--- config.mk ---
export PLATFORM = sky130hd
export DESIGN_NAME = string_to_integer_parser_flat
export DESIGN_NICKNAME = d
export VERILOG_FILES = /design/src/sv/stp_pkg.sv /design/src/sv/stp_char_if.sv /design/src/sv/stp_res_if.sv /design/src/sv/stp_cfg_if.sv /design/src/sv/stp_dp.sv /design/src/sv/stp_ctrl.sv /design/src/sv/string_to_integer_parser.sv /design/src/flat_wrapper.sv
export SDC_FILE = /design/constraint.sdc
export NUM_CORES = 1
export LEC_CHECK = 0
export BUFFER_PORTS_ARGS = -buffer_cell sky130_fd_sc_hd__buf_2
export CELL_PAD_IN_SITES_DETAIL_PLACEMENT = 0
export CELL_PAD_IN_SITES_GLOBAL_PLACEMENT = 2
export CORE_AREA = 2 2 271 273
export DETAILED_ROUTE_END_ITERATION = 8
export DIE_AREA = 0 0 273 275
export PLACE_DENSITY = 0.79
export SETUP_SLACK_MARGIN = 0.05
export SYNTH_ARGS = -nofsm -noshare
export SYNTH_HDL_FRONTEND = slang
export SYNTH_SLANG_ARGS = --single-unit
--- constraint.sdc ---
create_clock -name i_clk -period 11.6 [get_ports i_clk]
set_input_delay 1.16 -clock i_clk [delete_from_list [all_inputs] [get_ports i_clk]]
set_output_delay 1.16 -clock i_clk [all_outputs]
set_load 0.02 [all_outputs]
--- src/sv/stp_pkg.sv ---
// ============================================================================
// String to integer parser - shared definitions
// Types, codes and character constants used by the controller, the datapath
// and the channel interfaces.
// ============================================================================
package stp_pkg;

    localparam int CHAR_BITS     = 8;
    localparam int BASE_BITS     = 6;
    localparam int DIGIT_BITS    = 6;
    localparam int CFG_IDX_BITS  = 2;
    localparam int CFG_DATA_BITS = 6;
    localparam int STATUS_BITS   = 2;

    localparam logic [BASE_BITS-1:0] MAX_BASE     = 6'd36;
    localparam logic [BASE_BITS-1:0] BASE_AUTO    = 6'd0;
    localparam logic [BASE_BITS-1:0] BASE_ONE     = 6'd1;
    localparam logic [BASE_BITS-1:0] BASE_OCT     = 6'd8;
    localparam logic [BASE_BITS-1:0] BASE_DEC     = 6'd10;
    localparam logic [BASE_BITS-1:0] BASE_HEX     = 6'd16;
    localparam logic [BASE_BITS-1:0] RADIX_RESET  = BASE_DEC;

    localparam logic [CHAR_BITS-1:0] CH_SPACE  = 8'h20;
    localparam logic [CHAR_BITS-1:0] CH_TAB    = 8'h09;
    localparam logic [CHAR_BITS-1:0] CH_CR     = 8'h0D;
    localparam logic [CHAR_BITS-1:0] CH_PLUS   = 8'h2B;
    localparam logic [CHAR_BITS-1:0] CH_MINUS  = 8'h2D;
    localparam logic [CHAR_BITS-1:0] CH_ZERO   = 8'h30;
    localparam logic [CHAR_BITS-1:0] CH_NINE   = 8'h39;
    localparam logic [CHAR_BITS-1:0] CH_UP_A   = 8'h41;
    localparam logic [CHAR_BITS-1:0] CH_UP_Z   = 8'h5A;
    localparam logic [CHAR_BITS-1:0] CH_LO_A   = 8'h61;
    localparam logic [CHAR_BITS-1:0] CH_LO_Z   = 8'h7A;
    localparam logic [CHAR_BITS-1:0] CH_UP_X   = 8'h58;
    localparam logic [CHAR_BITS-1:0] CH_LO_X   = 8'h78;
    localparam logic [CHAR_BITS-1:0] LETTER_OFFSET = 8'd10;

    typedef enum logic [CFG_IDX_BITS-1:0] {
        CFG_RADIX       = 2'd0,
        CFG_SIGNED_MODE = 2'd1
    } t_cfg_idx;

    typedef enum logic [STATUS_BITS-1:0] {
        ST_OK        = 2'd0,
        ST_BAD_BASE  = 2'd1,
        ST_NO_DIGITS = 2'd2,
        ST_RANGE     = 2'd3
    } t_status;

    typedef enum logic [2:0] {
        PH_IDLE,
        PH_SPACE,
        PH_AFTER_SIGN,
        PH_ZERO,
        PH_X,
        PH_DIGITS
    } t_phase;

    typedef enum logic [1:0] {
        BS_KEEP,
        BS_OCT,
        BS_DEC,
        BS_HEX
    } t_base_sel;

    typedef enum logic [2:0] {
        EM_NONE,
        EM_BAD_BASE,
        EM_NO_DIGITS,
        EM_NUMBER,
        EM_LONE_X
    } t_emit;

    // Commands from the controller to the datapath.
    typedef struct packed {
        logic      step;
        logic      advance;
        logic      append;
        logic      set_sign;
        logic      mark_prefix;
        t_base_sel base_sel;
        t_emit     emit;
    } t_cmd;

    // Status from the datapath to the controller, about the current character.
    typedef struct packed {
        logic start;
        logic bad_base;
        logic space;
        logic sign;
        logic zero;
        logic x;
        logic dec;
        logic base_auto;
        logic base_hex;
        logic ok_cur;
        logic ok_oct;
        logic ok_hex;
        logic out_free;
    } t_cls;

endpackage

--- src/sv/stp_char_if.sv ---
// ============================================================================
// Character channel
// Carries one character of the string and the start marker per request.
// ============================================================================
interface stp_char_if;
    logic                           valid;
    logic                           ready;
    logic [stp_pkg::CHAR_BITS-1:0]  ch;
    logic                           start_req;

    modport source (output valid, output ch, output start_req, input ready);
    modport sink   (input valid, input ch, input start_req, output ready);
endinterface

--- src/sv/stp_res_if.sv ---
// ============================================================================
// Result channel
// Carries the converted value, the end offset and the status per request.
// ============================================================================
interface stp_res_if #(
    parameter int VALUE_BITS  = 64,
    parameter int OFFSET_BITS = 16
);
    logic                             valid;
    logic                             ready;
    logic [VALUE_BITS-1:0]            value;
    logic [OFFSET_BITS-1:0]           end_offset;
    logic [stp_pkg::STATUS_BITS-1:0]  status;

    modport source (output valid, output value, output end_offset, output status,
                    input ready);
    modport sink   (input valid, input value, input end_offset, input status,
                    output ready);
endinterface

--- src/sv/stp_cfg_if.sv ---
// ============================================================================
// Configuration write channel
// Carries a register index and the data to write per request.
// ============================================================================
interface stp_cfg_if;
    logic                               valid;
    logic                               ready;
    logic [stp_pkg::CFG_IDX_BITS-1:0]   index;
    logic [stp_pkg::CFG_DATA_BITS-1:0]  data;

    modport source (output valid, output index, output data, input ready);
    modport sink   (input valid, input index, input data, output ready);
endinterface

--- src/sv/stp_dp.sv ---
// ============================================================================
// String to integer parser - datapath
// Configuration registers, character decode, accumulator with overflow
// detection, position counters and the result register.
// ============================================================================
module stp_dp #(
    parameter int VALUE_BITS  = 64,
    parameter int OFFSET_BITS = 16
) (
    input  logic                              i_clk,
    input  logic                              i_rst_n,
    input  logic                              i_cfg_we,
    input  logic [stp_pkg::CFG_IDX_BITS-1:0]  i_cfg_idx,
    input  logic [stp_pkg::CFG_DATA_BITS-1:0] i_cfg_data,
    input  logic [stp_pkg::CHAR_BITS-1:0]     i_ch,
    input  logic                              i_start,
    input  stp_pkg::t_cmd                     i_cmd,
    output stp_pkg::t_cls                     o_cls,
    input  logic                              i_res_ready,
    output logic                              o_res_valid,
    output logic [VALUE_BITS-1:0]             o_value,
    output logic [OFFSET_BITS-1:0]            o_end_offset,
    output logic [stp_pkg::STATUS_BITS-1:0]   o_status
);
    import stp_pkg::*;

    localparam int PROD_BITS = VALUE_BITS + BASE_BITS;
    localparam logic [VALUE_BITS-1:0] TOP_VAL  = {1'b1, {(VALUE_BITS-1){1'b0}}};
    localparam logic [VALUE_BITS-1:0] MAX_POS  = {1'b0, {(VALUE_BITS-1){1'b1}}};
    localparam logic [VALUE_BITS-1:0] ALL_ONES = {VALUE_BITS{1'b1}};

    logic [BASE_BITS-1:0]   r_radix;
    logic                   r_signed_mode;
    logic [VALUE_BITS-1:0]  r_acc;
    logic                   r_neg;
    logic                   r_ovf;
    logic                   r_signed;
    logic [BASE_BITS-1:0]   r_base;
    logic [OFFSET_BITS-1:0] r_pos;
    logic [OFFSET_BITS-1:0] r_prefix;
    logic                   r_out_valid;
    logic [VALUE_BITS-1:0]  r_value;
    logic [OFFSET_BITS-1:0] r_end;
    t_status                r_status;

    logic [VALUE_BITS-1:0]  n_acc;
    logic                   n_neg;
    logic                   n_ovf;
    logic [BASE_BITS-1:0]   n_base;
    logic [OFFSET_BITS-1:0] n_pos;
    logic [OFFSET_BITS-1:0] n_prefix;
    logic                   n_out_valid;
    logic [VALUE_BITS-1:0]  n_value;
    logic [OFFSET_BITS-1:0] n_end;
    t_status                n_status;

    logic                   is_dec, is_up, is_lo, is_alnum;
    logic [CHAR_BITS-1:0]   dig_wide;
    logic [DIGIT_BITS-1:0]  dig;
    logic [BASE_BITS-1:0]   base_now, eff_base;
    logic                   signed_now;
    logic [VALUE_BITS-1:0]  cur_acc;
    logic                   cur_neg, cur_ovf;
    logic [OFFSET_BITS-1:0] cur_pos, cur_prefix, adv_pos;
    logic [PROD_BITS-1:0]   prod, limit;
    logic [VALUE_BITS-1:0]  num_value;
    logic                   out_free;

    // Character decode, independent of the base.
    always_comb begin
        is_dec   = (i_ch >= CH_ZERO) && (i_ch <= CH_NINE);
        is_up    = (i_ch >= CH_UP_A) && (i_ch <= CH_UP_Z);
        is_lo    = (i_ch >= CH_LO_A) && (i_ch <= CH_LO_Z);
        is_alnum = is_dec || is_up || is_lo;
        if (is_dec) begin
            dig_wide = i_ch - CH_ZERO;
        end else if (is_up) begin
            dig_wide = i_ch - CH_UP_A + LETTER_OFFSET;
        end else begin
            dig_wide = i_ch - CH_LO_A + LETTER_OFFSET;
        end
        dig = dig_wide[DIGIT_BITS-1:0];
    end

    // A start character sees the cleared state and the live configuration.
    always_comb begin
        base_now   = i_start ? r_radix : r_base;
        signed_now = i_start ? r_signed_mode : r_signed;
        cur_acc    = i_start ? '0 : r_acc;
        cur_neg    = i_start ? 1'b0 : r_neg;
        cur_ovf    = i_start ? 1'b0 : r_ovf;
        cur_pos    = i_start ? '0 : r_pos;
        cur_prefix = i_start ? '0 : r_prefix;
        adv_pos    = (cur_pos == {OFFSET_BITS{1'b1}}) ? cur_pos : cur_pos + 1'b1;
        out_free   = !r_out_valid || i_res_ready;
    end

    always_comb begin
        o_cls.start     = i_start;
        o_cls.bad_base  = (r_radix == BASE_ONE) || (r_radix > MAX_BASE);
        o_cls.space     = (i_ch == CH_SPACE) || ((i_ch >= CH_TAB) && (i_ch <= CH_CR));
        o_cls.sign      = (i_ch == CH_PLUS) || (i_ch == CH_MINUS);
        o_cls.zero      = (i_ch == CH_ZERO);
        o_cls.x         = (i_ch == CH_UP_X) || (i_ch == CH_LO_X);
        o_cls.dec       = is_dec;
        o_cls.base_auto = (base_now == BASE_AUTO);
        o_cls.base_hex  = (base_now == BASE_HEX);
        o_cls.ok_cur    = is_alnum && (dig < base_now);
        o_cls.ok_oct    = is_alnum && (dig < BASE_OCT);
        o_cls.ok_hex    = is_alnum && (dig < BASE_HEX);
        o_cls.out_free  = out_free;
    end

    always_comb begin
        case (i_cmd.base_sel)
            BS_KEEP: eff_base = base_now;
            BS_OCT:  eff_base = BASE_OCT;
            BS_DEC:  eff_base = BASE_DEC;
            BS_HEX:  eff_base = BASE_HEX;
            default: eff_base = base_now;
        endcase
    end

    // Digit append: accumulator * base + digit, checked against the type limit.
    always_comb begin
        prod = PROD_BITS'(cur_acc) * PROD_BITS'(eff_base) + PROD_BITS'(dig);
        if (signed_now) begin
            limit = PROD_BITS'(cur_neg ? TOP_VAL : MAX_POS);
        end else begin
            limit = PROD_BITS'(ALL_ONES);
        end
        n_acc = cur_acc;
        n_ovf = cur_ovf;
        if (i_cmd.append && !cur_ovf && (eff_base >= 6'd2)) begin
            if (!signed_now && cur_neg && (dig != '0)) begin
                n_ovf = 1'b1;
            end else if (prod > limit) begin
                n_ovf = 1'b1;
            end else begin
                n_acc = prod[VALUE_BITS-1:0];
            end
        end
        n_neg    = i_cmd.set_sign ? (i_ch == CH_MINUS) : cur_neg;
        n_base   = eff_base;
        n_pos    = i_cmd.advance ? adv_pos : cur_pos;
        n_prefix = i_cmd.mark_prefix ? cur_pos : cur_prefix;
    end

    // Result formation.
    always_comb begin
        num_value = (cur_neg && signed_now) ? ('0 - cur_acc) : cur_acc;
        n_value   = '0;
        n_end     = '0;
        n_status  = ST_OK;
        case (i_cmd.emit)
            EM_BAD_BASE:  n_status = ST_BAD_BASE;
            EM_NO_DIGITS: n_status = ST_NO_DIGITS;
            EM_LONE_X:    n_end = cur_prefix + 1'b1;
            EM_NUMBER: begin
                n_end = cur_pos;
                if (cur_ovf) begin
                    n_status = ST_RANGE;
                    if (!signed_now) begin
                        n_value = ALL_ONES;
                    end else if (cur_neg) begin
                        n_value = TOP_VAL;
                    end else begin
                        n_value = MAX_POS;
                    end
                end else begin
                    n_value = num_value;
                end
            end
            default: n_status = ST_OK;
        endcase
        if (i_cmd.emit != EM_NONE) begin
            n_out_valid = 1'b1;
        end else begin
            n_out_valid = r_out_valid && !i_res_ready;
        end
    end

    always_ff @(posedge i_clk) begin
        if (!i_rst_n) begin
            r_radix       <= RADIX_RESET;
            r_signed_mode <= 1'b1;
            r_out_valid   <= 1'b0;
        end else begin
            r_out_valid <= n_out_valid;
            if (i_cfg_we) begin
                case (t_cfg_idx'(i_cfg_idx))
                    CFG_RADIX:       r_radix <= i_cfg_data;
                    CFG_SIGNED_MODE: r_signed_mode <= i_cfg_data[0];
                    default:         r_radix <= r_radix;
                endcase
            end
        end
    end

    always_ff @(posedge i_clk) begin
        if (i_cmd.step) begin
            r_acc    <= n_acc;
            r_neg    <= n_neg;
            r_ovf    <= n_ovf;
            r_signed <= signed_now;
            r_base   <= n_base;
            r_pos    <= n_pos;
            r_prefix <= n_prefix;
        end
        if (i_cmd.emit != EM_NONE) begin
            r_value  <= n_value;
            r_end    <= n_end;
            r_status <= n_status;
        end
    end

    assign o_res_valid  = r_out_valid;
    assign o_value      = r_value;
    assign o_end_offset = r_end;
    assign o_status     = r_status;

endmodule

--- src/sv/stp_ctrl.sv ---
// ============================================================================
// String to integer parser - controller
// Phase state machine that walks whitespace, sign, prefix and digits and
// commands the datapath.
// ============================================================================
module stp_ctrl (
    input  logic          i_clk,
    input  logic          i_rst_n,
    input  logic          i_accept,
    input  stp_pkg::t_cls i_cls,
    output stp_pkg::t_cmd o_cmd
);
    import stp_pkg::*;

    t_phase r_phase;
    t_phase n_phase;
    t_phase ph;
    logic   do_first;
    logic   do_digits;
    logic   dig_ok;

    always_ff @(posedge i_clk) begin
        if (!i_rst_n) begin
            r_phase <= PH_IDLE;
        end else begin
            r_phase <= n_phase;
        end
    end

    always_comb begin
        ph                = i_cls.start ? PH_SPACE : r_phase;
        n_phase           = r_phase;
        do_first          = 1'b0;
        do_digits         = 1'b0;
        dig_ok            = 1'b0;
        o_cmd.step        = i_accept;
        o_cmd.advance     = 1'b0;
        o_cmd.append      = 1'b0;
        o_cmd.set_sign    = 1'b0;
        o_cmd.mark_prefix = 1'b0;
        o_cmd.base_sel    = BS_KEEP;
        o_cmd.emit        = EM_NONE;
        if (i_accept) begin
            n_phase = ph;
            if (i_cls.start && i_cls.bad_base) begin
                o_cmd.emit = EM_BAD_BASE;
                n_phase    = PH_IDLE;
            end else begin
                case (ph)
                    PH_SPACE: begin
                        if (i_cls.space) begin
                            o_cmd.advance = 1'b1;
                        end else if (i_cls.sign) begin
                            o_cmd.set_sign = 1'b1;
                            o_cmd.advance  = 1'b1;
                            n_phase        = PH_AFTER_SIGN;
                        end else begin
                            do_first = 1'b1;
                        end
                    end
                    PH_AFTER_SIGN: do_first = 1'b1;
                    PH_ZERO: begin
                        if (i_cls.x) begin
                            o_cmd.base_sel = BS_HEX;
                            o_cmd.advance  = 1'b1;
                            n_phase        = PH_X;
                        end else begin
                            do_digits = 1'b1;
                            if (i_cls.base_auto) begin
                                o_cmd.base_sel = BS_OCT;
                                dig_ok         = i_cls.ok_oct;
                            end else begin
                                dig_ok = i_cls.ok_cur;
                            end
                        end
                    end
                    PH_X: begin
                        if (!i_cls.ok_hex) begin
                            o_cmd.emit = EM_LONE_X;
                            n_phase    = PH_IDLE;
                        end else begin
                            do_digits = 1'b1;
                            dig_ok    = 1'b1;
                        end
                    end
                    PH_DIGITS: begin
                        do_digits = 1'b1;
                        dig_ok    = i_cls.ok_cur;
                    end
                    default: n_phase = PH_IDLE;
                endcase

                if (do_first) begin
                    if (i_cls.zero && (i_cls.base_auto || i_cls.base_hex)) begin
                        o_cmd.mark_prefix = 1'b1;
                        o_cmd.advance     = 1'b1;
                        n_phase           = PH_ZERO;
                    end else if (i_cls.base_auto && i_cls.dec) begin
                        o_cmd.base_sel = BS_DEC;
                        do_digits      = 1'b1;
                        dig_ok         = 1'b1;
                    end else if (i_cls.ok_cur) begin
                        do_digits = 1'b1;
                        dig_ok    = 1'b1;
                    end else begin
                        o_cmd.emit = EM_NO_DIGITS;
                        n_phase    = PH_IDLE;
                    end
                end

                if (do_digits) begin
                    if (dig_ok) begin
                        o_cmd.advance = 1'b1;
                        o_cmd.append  = 1'b1;
                        n_phase       = PH_DIGITS;
                    end else begin
                        o_cmd.emit = EM_NUMBER;
                        n_phase    = PH_IDLE;
                    end
                end
            end
        end
    end

endmodule

--- src/sv/string_to_integer_parser.sv ---
// ============================================================================
// String to integer parser - top level
// Converts a NUL-terminated character stream into a signed or unsigned
// integer with strtol-style whitespace, sign and base prefix handling.
// ============================================================================
//
//   Channel   Direction  Request carries
//   --------  ---------  ---------------------------------------------------
//   i_char    in         ch (8 bits), start_req (1 bit)
//   o_res     out        value (VALUE_BITS), end_offset (OFFSET_BITS), status
//   i_cfg     in         index (0 radix, 1 signed_mode), data (6 bits)
//
// When a character is taken, the accumulator multiplies by the base and
// checks for overflow in that same cycle: one character per clock while
// the output register is free. A result sits in the output register from the
// cycle after the character that ends the number. The character channel is
// stalled only while that register still holds a result that has not been
// taken. Reset restores radix 10, signed mode and an idle parser; no
// clearing pass is needed, so characters are taken from the first cycle.
//
module string_to_integer_parser #(
    parameter int VALUE_BITS  = 64,
    parameter int OFFSET_BITS = 16
) (
    input  logic          i_clk,
    input  logic          i_rst_n,
    stp_char_if.sink      i_char,
    stp_res_if.source     o_res,
    stp_cfg_if.sink       i_cfg
);
    import stp_pkg::*;

    t_cls cls;
    t_cmd cmd;
    logic accept;

    // Configuration writes are always taken; the registers live in the datapath.
    assign i_cfg.ready = 1'b1;

    // A new character may enter whenever the result register is free or is
    // being emptied in this cycle, so a pending result never blocks a
    // character for longer than the consumer takes to accept it.
    assign i_char.ready = cls.out_free;
    assign accept       = i_char.valid && i_char.ready;

    stp_ctrl u_ctrl (
        .i_clk    (i_clk),
        .i_rst_n  (i_rst_n),
        .i_accept (accept),
        .i_cls    (cls),
        .o_cmd    (cmd)
    );

    stp_dp #(
        .VALUE_BITS  (VALUE_BITS),
        .OFFSET_BITS (OFFSET_BITS)
    ) u_dp (
        .i_clk        (i_clk),
        .i_rst_n      (i_rst_n),
        .i_cfg_we     (i_cfg.valid),
        .i_cfg_idx    (i_cfg.index),
        .i_cfg_data   (i_cfg.data),
        .i_ch         (i_char.ch),
        .i_start      (i_char.start_req),
        .i_cmd        (cmd),
        .o_cls        (cls),
        .i_res_ready  (o_res.ready),
        .o_res_valid  (o_res.valid),
        .o_value      (o_res.value),
        .o_end_offset (o_res.end_offset),
        .o_status     (o_res.status)
    );

endmodule
--- src/flat_wrapper.sv ---
// flat-port wrapper written by rule: the top's interface ports become plain ports
module string_to_integer_parser_flat import stp_pkg::*;
#(
    parameter int VALUE_BITS  = 64,
    parameter int OFFSET_BITS = 16
)
  (i_clk, i_rst_n, i_char_valid, i_char_ch, i_char_start_req, i_char_ready, o_res_valid, o_res_value, o_res_end_offset, o_res_status, o_res_ready, i_cfg_valid, i_cfg_index, i_cfg_data, i_cfg_ready);
  stp_char_if i_char_i ();
  stp_res_if #(.VALUE_BITS(VALUE_BITS), .OFFSET_BITS(OFFSET_BITS)) o_res_i ();
  stp_cfg_if i_cfg_i ();
  input  logic i_clk;
  input  logic i_rst_n;
  input wire logic [$bits(i_char_i.valid)-1:0] i_char_valid;
  input wire logic [$bits(i_char_i.ch)-1:0] i_char_ch;
  input wire logic [$bits(i_char_i.start_req)-1:0] i_char_start_req;
  output wire logic [$bits(i_char_i.ready)-1:0] i_char_ready;
  output wire logic [$bits(o_res_i.valid)-1:0] o_res_valid;
  output wire logic [$bits(o_res_i.value)-1:0] o_res_value;
  output wire logic [$bits(o_res_i.end_offset)-1:0] o_res_end_offset;
  output wire logic [$bits(o_res_i.status)-1:0] o_res_status;
  input wire logic [$bits(o_res_i.ready)-1:0] o_res_ready;
  input wire logic [$bits(i_cfg_i.valid)-1:0] i_cfg_valid;
  input wire logic [$bits(i_cfg_i.index)-1:0] i_cfg_index;
  input wire logic [$bits(i_cfg_i.data)-1:0] i_cfg_data;
  output wire logic [$bits(i_cfg_i.ready)-1:0] i_cfg_ready;
  assign i_char_i.valid = i_char_valid;
  assign i_char_i.ch = i_char_ch;
  assign i_char_i.start_req = i_char_start_req;
  assign i_char_ready = i_char_i.ready;
  assign o_res_valid = o_res_i.valid;
  assign o_res_value = o_res_i.value;
  assign o_res_end_offset = o_res_i.end_offset;
  assign o_res_status = o_res_i.status;
  assign o_res_i.ready = o_res_ready;
  assign i_cfg_i.valid = i_cfg_valid;
  assign i_cfg_i.index = i_cfg_index;
  assign i_cfg_i.data = i_cfg_data;
  assign i_cfg_ready = i_cfg_i.ready;
  string_to_integer_parser #(.VALUE_BITS(VALUE_BITS), .OFFSET_BITS(OFFSET_BITS)) u_core (.i_clk(i_clk), .i_rst_n(i_rst_n), .i_char(i_char_i), .o_res(o_res_i), .i_cfg(i_cfg_i));
endmodule
==> flow_summary.html <==
<table>
<tr><th>Metric</th><th>Value</th></tr>
<tr><th colspan="2">Finish</th></tr>
<tr><td>Net count, final</td><td>3869</td></tr>
<tr><td>Ratio of cells with drive above 1 in the final layout</td><td>18.3%</td></tr>
<tr><td>Most common cell after layout, fill and taps aside</td><td>nor2_1</td></tr>
<tr><td>Most frequent cells in the layout</td><td>427 x nor2_1, 413 x nand2_1, 339 x buf_4, 252 x fa_1, 227 x ha_1</td></tr>
<tr><td>Area taken by multi-input logic gates</td><td>19300 µm²</td></tr>
<tr><td>Total inserted antenna cells</td><td>0</td></tr>
<tr><td>Finished Core Util</td><td>43.1%</td></tr>
<tr><td>Total of fill cells in the finished design</td><td>7233</td></tr>
<tr><td>Area grow syn2layout</td><td>17.7%</td></tr>
<tr><td>Register area</td><td>5840 µm²</td></tr>
<tr><th colspan="2">Timing</th></tr>
<tr><td>Smallest setup slack after layout</td><td>373 ps</td></tr>
<tr><td>Final setup vio count</td><td>0</td></tr>
<tr><td>RSZ-0062 raised after global routing</td><td>yes</td></tr>
<tr><td>Total count of hold-check failures in the final report</td><td>0</td></tr>
<tr><td>Setup Skew</td><td>22.1 ps</td></tr>
<tr><td>Count of pins over their slew limit</td><td>0</td></tr>
<tr><td>Worst-margin pin slew</td><td>1140 ps</td></tr>
<tr><td>Worst hold slack</td><td>545 ps</td></tr>
<tr><td>Share of the cycle needed by the critical path after routing</td><td>96.8%</td></tr>
<tr><td>Tightest slew margin relative to the limit</td><td>24.1%</td></tr>
<tr><td>Minimum period implied by the final worst setup slack</td><td>11230 ps</td></tr>
<tr><td>Max Fclk</td><td>89.1 MHz</td></tr>
<tr><th colspan="2">Clocking</th></tr>
<tr><td>Clock edge transition at the registers on the reported setup and hold paths</td><td>90 ps</td></tr>
<tr><td>Clock latency of the later-clocked register in the worst-skew pair</td><td>470 ps</td></tr>
<tr><td>Total clock sinks</td><td>198</td></tr>
<tr><td>Clock buffer depth</td><td>2</td></tr>
<tr><td>Num CTS Buffers</td><td>17</td></tr>
<tr><td>TritonCTS clock tree</td><td>yes</td></tr>
<tr><td>Cell chosen for the clock root</td><td>clkbuf_16</td></tr>
<tr><td>H-tree depth reported by CTS</td><td>4</td></tr>
<tr><th colspan="2">Yosys</th></tr>
<tr><td>Top post-synthesis cells by area</td><td>edfxtp_1 21%, fa_1 19%, ha_1 11%</td></tr>
<tr><td>Yosys warnings</td><td>0</td></tr>
<tr><td>Number of enable flip-flop cells after synthesis</td><td>187</td></tr>
<tr><td>Average cell area after synthesis</td><td>8.67 µm²</td></tr>
<tr><td>Cells after synthesis</td><td>3055</td></tr>
<tr><td>Share of cell area taken by muxes after synthesis</td><td>4.39%</td></tr>
<tr><td>Share of synthesized area occupied by flip-flops and latches</td><td>22.0%</td></tr>
<tr><td>Area share of the largest cell type after synthesis</td><td>21.2%</td></tr>
<tr><td>Combinational family with the most area after synthesis</td><td>adder cells</td></tr>
<tr><td>Share of synthesized flip-flops with an asynchronous set or reset</td><td>0%</td></tr>
<tr><td>Net count of the mapped netlist</td><td>3558</td></tr>
<tr><td>Register bit count reported by yosys</td><td>198</td></tr>
<tr><td>Synth cell types</td><td>81</td></tr>
<tr><td>XOR/XNOR Fraction of Synth Area</td><td>4.07%</td></tr>
<tr><td>Adder-cell area share of the yosys netlist</td><td>29.9%</td></tr>
<tr><td>Top cell type by total area after synthesis</td><td>edfxtp_1</td></tr>
<tr><td>Post-synthesis compound-gate area fraction</td><td>13.3%</td></tr>
<tr><td>Most instantiated flip-flop cell in the synthesis netlist</td><td>edfxtp_1</td></tr>
<tr><td>Post-synthesis simple-gate area fraction</td><td>20.5%</td></tr>
<tr><td>Netlist area before placement</td><td>26500 µm²</td></tr>
<tr><th colspan="2">Die</th></tr>
<tr><td>Chip width</td><td>273 µm</td></tr>
<tr><td>Number of I/O pins</td><td>107</td></tr>
<tr><td>Die Y-Extent</td><td>275 µm</td></tr>
<tr><td>Number of rows in the core area</td><td>99</td></tr>
<tr><td>Initial standard-cell utilization of the core</td><td>36.6%</td></tr>
<tr><td>Placeable core area</td><td>72300 µm²</td></tr>
<tr><td>Area of the die</td><td>75100 µm²</td></tr>
<tr><th colspan="2">Worst setup path</th></tr>
<tr><td>Critical path data required time</td><td>11820 ps</td></tr>
<tr><td>Maximum cell stage delay along the critical path</td><td>570 ps</td></tr>
<tr><td>Critical Setup Path Class</td><td>in2reg</td></tr>
<tr><td>Cell type with the highest occurrence count on the critical path</td><td>ha_1</td></tr>
<tr><td>Crit path capture type</td><td>flip-flop</td></tr>
<tr><td>Arrival time at the worst endpoint</td><td>11450 ps</td></tr>
<tr><td>FF-to-FF Start</td><td>u_core.u_dp.r_radix[2]</td></tr>
<tr><td>Worst setup path startpoint</td><td>i_char_ch[2]</td></tr>
<tr><td>Critical Path Slowest Stage Cell</td><td>or4_1</td></tr>
<tr><td>Max FO, Critical Path</td><td>18</td></tr>
<tr><td>CP startpoint kind</td><td>input port</td></tr>
<tr><th colspan="2">Power and ir drop</th></tr>
<tr><td>Gate power share</td><td>53.8%</td></tr>
<tr><td>Net Sw Frac</td><td>43.0%</td></tr>
<tr><td>Switch Pwr</td><td>0.00140 W</td></tr>
<tr><td>Total leakage power</td><td>14.3 nW</td></tr>
<tr><td>Part of the power in the clock network</td><td>19.2%</td></tr>
<tr><td>Sequential group share of total power</td><td>27.0%</td></tr>
<tr><td>Worst IR drop on VDD</td><td>0.0949 mV</td></tr>
<tr><td>Int Pwr</td><td>0.00186 W</td></tr>
<tr><td>Power per cell area</td><td>105 nW/µm²</td></tr>
<tr><th colspan="2">Outcome</th></tr>
<tr><td>Status</td><td>completed</td></tr>
<tr><th colspan="2">Global routing</th></tr>
<tr><td>Leftover overflow at the end of global routing</td><td>0</td></tr>
<tr><td>Initial antenna violation count</td><td>2</td></tr>
<tr><td>Overall global routing resource usage</td><td>25.0%</td></tr>
<tr><td>Vias in the first global route</td><td>24.5k</td></tr>
<tr><td>First-pass GRT wire length</td><td>146000 µm</td></tr>
<tr><td>Largest net degree at the start of global routing</td><td>65</td></tr>
<tr><th colspan="2">Job</th></tr>
<tr><td>Maximum Capacitance Violations</td><td>0</td></tr>
<tr><th colspan="2">Detailed routing</th></tr>
<tr><td>Number of nets still failing antenna checks after routing</td><td>0</td></tr>
<tr><td>Via count</td><td>24.0k</td></tr>
<tr><td>Remaining design rule violation count</td><td>0</td></tr>
<tr><td>Ratio of routed vias to standard cells</td><td>5.54</td></tr>
<tr><td>WL/cell</td><td>21.6 µm</td></tr>
<tr><td>DRC marker count from the first detailed-route iteration</td><td>2159</td></tr>
<tr><td>Detailed-routing iteration count for the pre-antenna-repair pass</td><td>6</td></tr>
<tr><td>Routed wire length</td><td>93500 µm</td></tr>
<tr><th colspan="2">Place</th></tr>
<tr><td>Input/output buffers</td><td>105</td></tr>
<tr><td>Sum of net half-perimeters after detailed placement</td><td>75600 µm</td></tr>
<tr><td>Place WS</td><td>-420 ps</td></tr>
<tr><td>Final estimated routing congestion in global placement</td><td>0.934</td></tr>
<tr><th colspan="2">Worst hold path</th></tr>
<tr><td>Worst hold-check path type</td><td>reg2reg</td></tr>
<tr><td>Startpoint of the tightest hold check path</td><td>u_core.u_dp.o_res_valid</td></tr>
</table>
==> area by class of cell <==
class / instances / share of cell area, %
clock buffer: 18 / 1.38
sequential: 198 / 18.7
tap: 959 / 3.85
clock inverter: 14 / 0.562
inverter: 229 / 2.78
timing repair buffer: 459 / 10.8
multi-input combinational: 2461 / 61.9
==> critical path, delay by kind of cell <==
kind	cells	cell delay, ps
buffers and inverters	5	850
and+or+nand+nor	15	3730
AOI/OAI and AO/OA	10	2670
muxes	1	300
adders and majority gates	7	2710
==> cell families (layout without fill, tap and decap cells) <==
family          after synthesis  count (layout)
compound gates              567             567
xor+xnor                    123             123
fa+ha+maj                   481             481
buf+inv                     396             720
flops                       198             198
mux                          86              86
other cells                   1               1
simple gates               1203            1203
==> flip-flops by register name, indices dropped and copies added, names as in the netlist <==
| register | flops |
|---|---|
| u_core.u_dp.r_signed | 1 |
| u_core.u_dp.r_acc | 64 |
| u_core.u_dp.r_base | 6 |
| u_core.u_dp.r_prefix | 16 |
| u_core.u_dp.r_radix | 6 |
| u_core.u_dp.r_neg | 1 |
| u_core.u_dp.r_ovf | 1 |
| u_core.u_dp.r_pos | 16 |
| u_core.u_ctrl.r_phase | 3 |
| u_core.u_dp.o_status | 2 |
| u_core.u_dp.o_end_offset | 16 |
| u_core.u_dp.r_signed_mode | 1 |
| u_core.u_dp.o_value | 64 |
| u_core.u_dp.o_res_valid | 1 |
==> power groups by stage <==
stage / Sequential [W] / Clock [W] / Combinational, W
3_5_place_dp: 0.000897 / 0 / 0.00172
5_1_grt: 0.000887 / 0.000667 / 0.00194
2_1_floorplan: 0.000917 / 0 / 0.000984
4_1_cts: 0.000881 / 0.000639 / 0.00174
6_report: 0.000882 / 0.000627 / 0.00176
3_3_place_gp: 0.000896 / 0 / 0.00171
==> worst paths after layout <==
path,cells after the start,slack (ps),to
worst min register to register,2,540,u_core.u_dp.o_res_valid
worst min-delay path,2,540,u_core.u_dp.o_res_valid
worst max register to register,36,710,u_core.u_dp.r_acc[43]
worst max-delay path,38,370,u_core.u_dp.r_acc[43]
==> cell usage after synthesis, types with 11 or more instances <==
cell type,count
nand3_1,43
nor2b_1,81
clkbuf_1,136
nor4_1,23
a31oi_1,36
a21oi_1,195
nor3_1,45
o21ai_0,121
nand2_1,416
o21bai_1,16
fa_1,252
o21a_1,20
xor2_1,44
edfxtp_1,187
xnor2_1,79
buf_1,15
nand4_1,50
and3_1,19
a211oi_1,14
and4_1,16
mux2i_1,18
o211ai_1,26
o22ai_1,18
nor2_1,427
inv_1,228
ha_1,229
a21o_1,36
or3_1,14
or2_2,12
mux2_4,58
dfxtp_1,11
nand2b_1,20
==> layer usage <==
layer  vias up  global-route usage (%)  part of all wire (%)
met3        96                    2.09                   4.8
met2       785                    41.5                    47
met1     12000                    35.7                    46
li1      11100                       -                     -
met5         -                       0                     0
met4         0                    5.19                   1.8
==> what timing repair did <==
action | in CTS | in global routing
hold endpoints to repair | 0 | 0
endpoints found under the setup margin | 46 | 65
pin swaps | 0 | 10
gates resized for setup | 1 | 32
setup buffers | 0 | 8
hold buffers | 0 | 0
cloned | 0 | 2
==> metrics by stage <==
step	total power (W)	area, µm²	setup TNS, ps	std cells
6_report	0.00327	31200	0	4338
5_1_grt	0.00349	31200	-5.84	4338
4_1_cts	0.00326	31000	0	4328
3_5_place_dp	0.00262	30400	-24700	4296
3_3_place_gp	0.00261	30400	-23580	4296
2_1_floorplan	0.00190	26500	0	3055
Power figures use the tool's default switching activity.
